==> src/hdl/srsc_pkg.sv <==
// Shared types and constants for the shadow return stack checker.
`timescale 1ns / 1ps

package srsc_pkg;

  // Default configuration
  localparam int STACK_DEPTH_DEF  = 64;
  localparam int ADDRESS_BITS_DEF = 48;

  // Event kinds carried on the input tuser bit
  localparam logic ACT_ENTRY = 1'b0;
  localparam logic ACT_EXIT  = 1'b1;

  // Result codes carried on the output tuser
  typedef enum logic [2:0] {
    ST_PUSHED    = 3'd0,
    ST_MATCH     = 3'd1,
    ST_MISMATCH  = 3'd2,
    ST_OVERFLOW  = 3'd3,
    ST_UNDERFLOW = 3'd4,
    ST_HALTED    = 3'd5
  } status_t;

  // Control from the checker to the stack store
  typedef struct packed {
    logic wr_en;
    logic rd_en;
  } stack_ctl_t;

endpackage

==> src/hdl/srsc_stack.sv <==
// Stack store: address memory with a registered top-of-stack read and write forwarding.
`timescale 1ns / 1ps

module srsc_stack
  import srsc_pkg::*;
#(
  parameter int STACK_DEPTH  = STACK_DEPTH_DEF,
  parameter int ADDRESS_BITS = ADDRESS_BITS_DEF,
  localparam int AW = (STACK_DEPTH > 1) ? $clog2(STACK_DEPTH) : 1
) (
  input  logic                    clk,
  input  stack_ctl_t              ctl,
  input  logic [AW-1:0]           wr_addr,
  input  logic [ADDRESS_BITS-1:0] wr_data,
  input  logic [AW-1:0]           rd_addr,
  output logic [ADDRESS_BITS-1:0] top
);

  logic [ADDRESS_BITS-1:0] mem [STACK_DEPTH];

  // Write the pushed address
  always_ff @(posedge clk) begin
    if (ctl.wr_en) begin
      mem[wr_addr] <= wr_data;
    end
  end

  // Fetch the new top entry, taking the address written in this cycle if it lands there
  always_ff @(posedge clk) begin
    if (ctl.rd_en) begin
      if (ctl.wr_en && (wr_addr == rd_addr)) begin
        top <= wr_data;
      end else begin
        top <= mem[rd_addr];
      end
    end
  end

endmodule

==> config.mk <==
export PLATFORM = sky130hd
export DESIGN_NAME = srsc_stack
export DESIGN_NICKNAME = d
export VERILOG_FILES = /design/src/hdl/srsc_pkg.sv /design/src/hdl/srsc_stack.sv
export SDC_FILE = /design/constraint.sdc
export NUM_CORES = 2
export LEC_CHECK = 0
export BUFFER_PORTS_ARGS = -buffer_cell sky130_fd_sc_hd__buf_2
export CORE_MARGIN = 2
export CORE_UTILIZATION = 45
export DETAILED_ROUTE_END_ITERATION = 8
export SYNTH_ARGS = -nofsm -noshare
export SYNTH_HDL_FRONTEND = slang
export SYNTH_SLANG_ARGS = --single-unit
export TNS_END_PERCENT = 20
==> constraint.sdc <==
create_clock -name clk -period 6.8 [get_ports clk]
set_input_delay 1.36 -clock clk [delete_from_list [all_inputs] [get_ports clk]]
set_output_delay 1.36 -clock clk [all_outputs]
set_load 0.01 [all_outputs]
# Word-level counts from Yosys, hierarchy flattened
# Memory sizes are Yosys's and may differ from the RTL's. A register that Yosys moved wholly into a read port is not among the register bits.
# Cells that the tools add are included.
# op_classes
n_mux	2
# ops
op	n
$mux 1	2
# totals
register_bits	0
ramBits	3072
inputBits	63
output_inout_bits	48
elab_cells	3
memories	1
# memory_table
name	words	word_bits	read_ports	rd_ports_with_merged_regs	wr	line	rtl
mem	64	48	1	1	1	srsc_stack.sv:19	logic [ADDRESS_BITS-1:0] mem [STACK_DEPTH];

# Depth between registers and ports, before layout
# logic_depth
word_depth	2
ltp_mapped	10

# Least setup slack after synthesis
# Ideal clock, no wire load.
# synth_path
path_type	input port to flip-flop
from	input wr_addr[5]
to	memory mem[48][0] (netlist name), enable pin
t_arrival_ns	5.350
setup_slack_ns	0.937
cell_stages	4
path_buffers	1
cell_sequence	clkbuf_1 > nand3_1 > or3_1 > nor3_1
# synth_rtl
item	line	rtl
start: declaration	srsc_stack.sv:13	input logic [AW-1:0] wr_addr,
end: declaration	srsc_stack.sv:19	
# No word-level cell before the write port.

# Worst setup path after layout
# layout_path
from	input ctl[1] (netlist name)
to	memory mem[59][13] (netlist name), enable pin
# layout_between
elab_chain_cells	2
# layout_lines
item	line	rtl
start: declaration	srsc_stack.sv:12	input stack_ctl_t ctl,
$mux 1	srsc_stack.sv:23	if (ctl.wr_en) begin
$mux 1 (implied by the code)	srsc_stack.sv:24	mem[wr_addr] <= wr_data;
# No other way between the ends.

==> summary.txt <==
footprint of the multi-input gates = 25500 µm²
uppermost layer routed = met5
buffers plus inverters on the worst setup path = 2
combinational family with the most area after synthesis = multiplexers
Max-Cap Viols = 0
RePlAce Congestion = 0.800
I/O pin count = 111
most common cell in the netlist = edfxtp_1
period utilisation layout = 54.8%
min cycle time layout = 3.73 ns
critical path arrival = 4.28 ns
top-area cell type share of the netlist area = 77.9%
I/O Buffers = 110
share of cells above drive strength 1 = 16.0%
Routed Antenna Nets = 0
Synth area leader = edfxtp_1
met2 WL = 170 mm
total negative slack = 0 ns
register area = 93700 µm²
Post-synth EDFFs = 3120
CTS tree = built
pwr dens = 297 nW/µm²
Residual DRC = 0
DR WL met3 = 23.3 mm
initial core utilization = 45.3%
yosys warns = 0
metal1 wirelength = 136 mm
most area-consuming cells after synthesis = edfxtp_1, mux2i_1, mux4_2, a22oi_1, nand3_1
DRT Wirelength = 341 mm
multiplexer share of the synthesized area = 14.1%
fmax = 268 MHz
min-delay worst type = in -> reg
share of the yosys chip area belonging to registers = 77.9%
die area = 272000 µm²
GRT Residual Overflow = 0
Synthesized Nets = 6221
DR pass1 iterations = 6
Fill cells = 20900
Synth Cell Area = 120000 µm²
top_reg_cell synth = edfxtp_1
post-CTS sizing = 0
Final HPWL DP = 179 mm
Critical Path End Type = register
Total Nets Final = 6489
clock root buffer = clkbuf_16
Layout area overhead = 13.3%
Worst Setup Path Type = in -> reg
Iteration-0 DRC Markers = 7325
CP delay by family, top = simple AND/OR/NAND/NOR gates
routed vias/inst = 6.14
final hold vios = 0
Post-synth top cells = edfxtp_1, mux2i_1, a22oi_1
RSZ-0062 raised after global routing = false
H-tree levels = 5
Global Route Usage Sum = 24.8%
DR vias = 62600
initial antenna violation count = 15
TritonCTS Buffers = 328
routed length per instance = 33.5 µm
worst path cell trace = buf_2, nor2b_1, nand3_1, nor2_4, buf_4
Worst-path clk slew = 0.06 ns
slowest stage delay, CP = 0.98 ns
sink count of the clock tree = 3120
headroom to the max-slew limit = 11.2%
Longest Clk Path Bufs = 4
CP Launch Type = primary input
Pleak = 45.5 nW
Post-Synth XOR/XNOR Area = 0.0437%
die height = 521 µm
Netlist cell types = 36
post-synthesis cell count = 6158
Max Clock Skew = 0.0607 ns
clk_lat worst skew = 0.96 ns
setup violators final = 0
run status = complete, no violations
first-pass GRT wire length = 475 mm
Total Power = 40.5 mW
Die X = 521 µm
syn_area_per_cell = 19.5 µm²
core box area = 266000 µm²
Crit path required time = 7.35 ns
largest net degree at the start of global routing = 124
max-slew violation count = 0
synthesized flop and latch total = 3120
maximum VDD drop = 0.310 mV
Hold-fix buffers, CTS = 0
vias in the first global route = 61700
adder-cell share of the synthesized area = 0%
Synth Area in Compound Gates = 5.21%
asr flop ratio synth = 0%
Crit Path Max Fanout = 30
Worst path slowest cell = nor2_4
FP Rows = 189
postcts setup bufs = 0
Simple-Gate Fraction of Synth Area = 1.37%
Tightest Pin Transition = 1.33 ns
-- power by group --
group / leakage [nW] / switching, mW / internal, mW / total (mW)
clock: 4.94 / 7.13 / 9.96 / 17.1
combinational: 12.4 / 1.30 / 0.634 / 1.94
sequential: 28.1 / 0.0872 / 21.3 / 21.4
-- sequential cells by signal, indices dropped and copies added (netlist names) --
| register | flops |
|---|---|
| mem | 3072 |
| top | 48 |
-- per-stage QoR --
step | instances | hold WS [ns] | setup WS, ns | cell area (µm²) | utilization (%)
6_report | 10200 | 0.950 | 3.07 | 136000 | 51.3
5_1_grt | 10200 | 0.919 | 3.05 | 136000 | 51.3
4_1_cts | 10200 | 0.899 | 3.16 | 136000 | 51.3
3_5_place_dp | 9629 | 0.955 | 2.12 | 126000 | 47.5
3_3_place_gp | 9629 | 0.956 | 2.21 | 126000 | 47.5
2_1_floorplan | 6158 | 0.888 | 0.937 | 120000 | -
-- cell type report --
cell class / count / share of cell area (%)
clock inverter: 152 / 1.02
clock buffer: 412 / 6.38
inverter: 4 / 0.0110
timing repair buffer: 314 / 1.95
multi-input combinational: 2658 / 18.7
sequential: 3120 / 68.7
tap: 3533 / 3.24
antenna: 7 / 0.0128
-- logic make-up (layout without fill, tap and decap cells) --
group / after synthesis / after routing
flops: 3120 / 3120
mux: 1436 / 1436
compound gates: 859 / 859
buf+inv: 380 / 882
simple gates: 357 / 357
xor+xnor: 6 / 6
other cells: 0 / 7
-- worst paths after layout --
check	end	start	cells after the start	slack (ns)
worst min-delay path	top[42]$_DFFE_PP_	ctl[0]	1	0.95
worst max-delay path	mem[59][13]$_DFFE_PP_	ctl[1]	5	3.07
worst max register to register	top[46]$_DFFE_PP_	mem[3][46]$_DFFE_PP_	5	4.46
worst min register to register	top[45]$_DFFE_PP_	mem[13][45]$_DFFE_PP_	5	0.97
-- placed cells by master (no fill, tap or decap), types with 2 or more instances in the layout --
cell type	Yosys	layout
a211oi_1	3	3
clkinv_2	0	56
nor3_2	0	3
diode_2	0	7
nor2b_1	8	5
inv_1	4	4
clkinv_1	0	57
nand2_1	62	60
a22oi_1	569	569
a211o_1	46	46
nand3_1	199	199
o21ai_0	46	46
nor2_1	69	4
o211ai_1	47	47
or3_1	5	5
inv_6	0	2
nor2_4	0	65
nand4_1	2	2
nand2b_1	4	3
buf_2	157	106
a41o_1	47	47
clkbuf_1	171	76
bufinv_16	0	25
buf_12	0	44
a21oi_1	96	96
buf_4	23	162
clkinvlp_4	0	5
mux4_1	3	3
mux4_2	195	195
mux2i_1	1191	1191
xnor2_1	5	5
clkinv_8	0	3
nor2b_4	0	3
and2_4	0	2
clkinv_4	0	4
clkbuf_16	0	336
mux2_2	47	47
edfxtp_1	3120	3120
-- metal layers --
layer  track usage (%)  vias to the layer above
li1                  -                    25900
met1              32.8                    33500
met2              42.0                     2627
met3              3.68                      586
met4              8.10                        4
met5                 0                        -
-- worst reg2reg max path, cell delays in order (launching register included) --
cell	delay, ns
edfxtp_1	0.39
mux4_1	0.54
mux4_2	0.46
or3_1	0.36
o22ai_1	0.17
a211oi_1	0.12
Power figures use the tool's default switching activity.
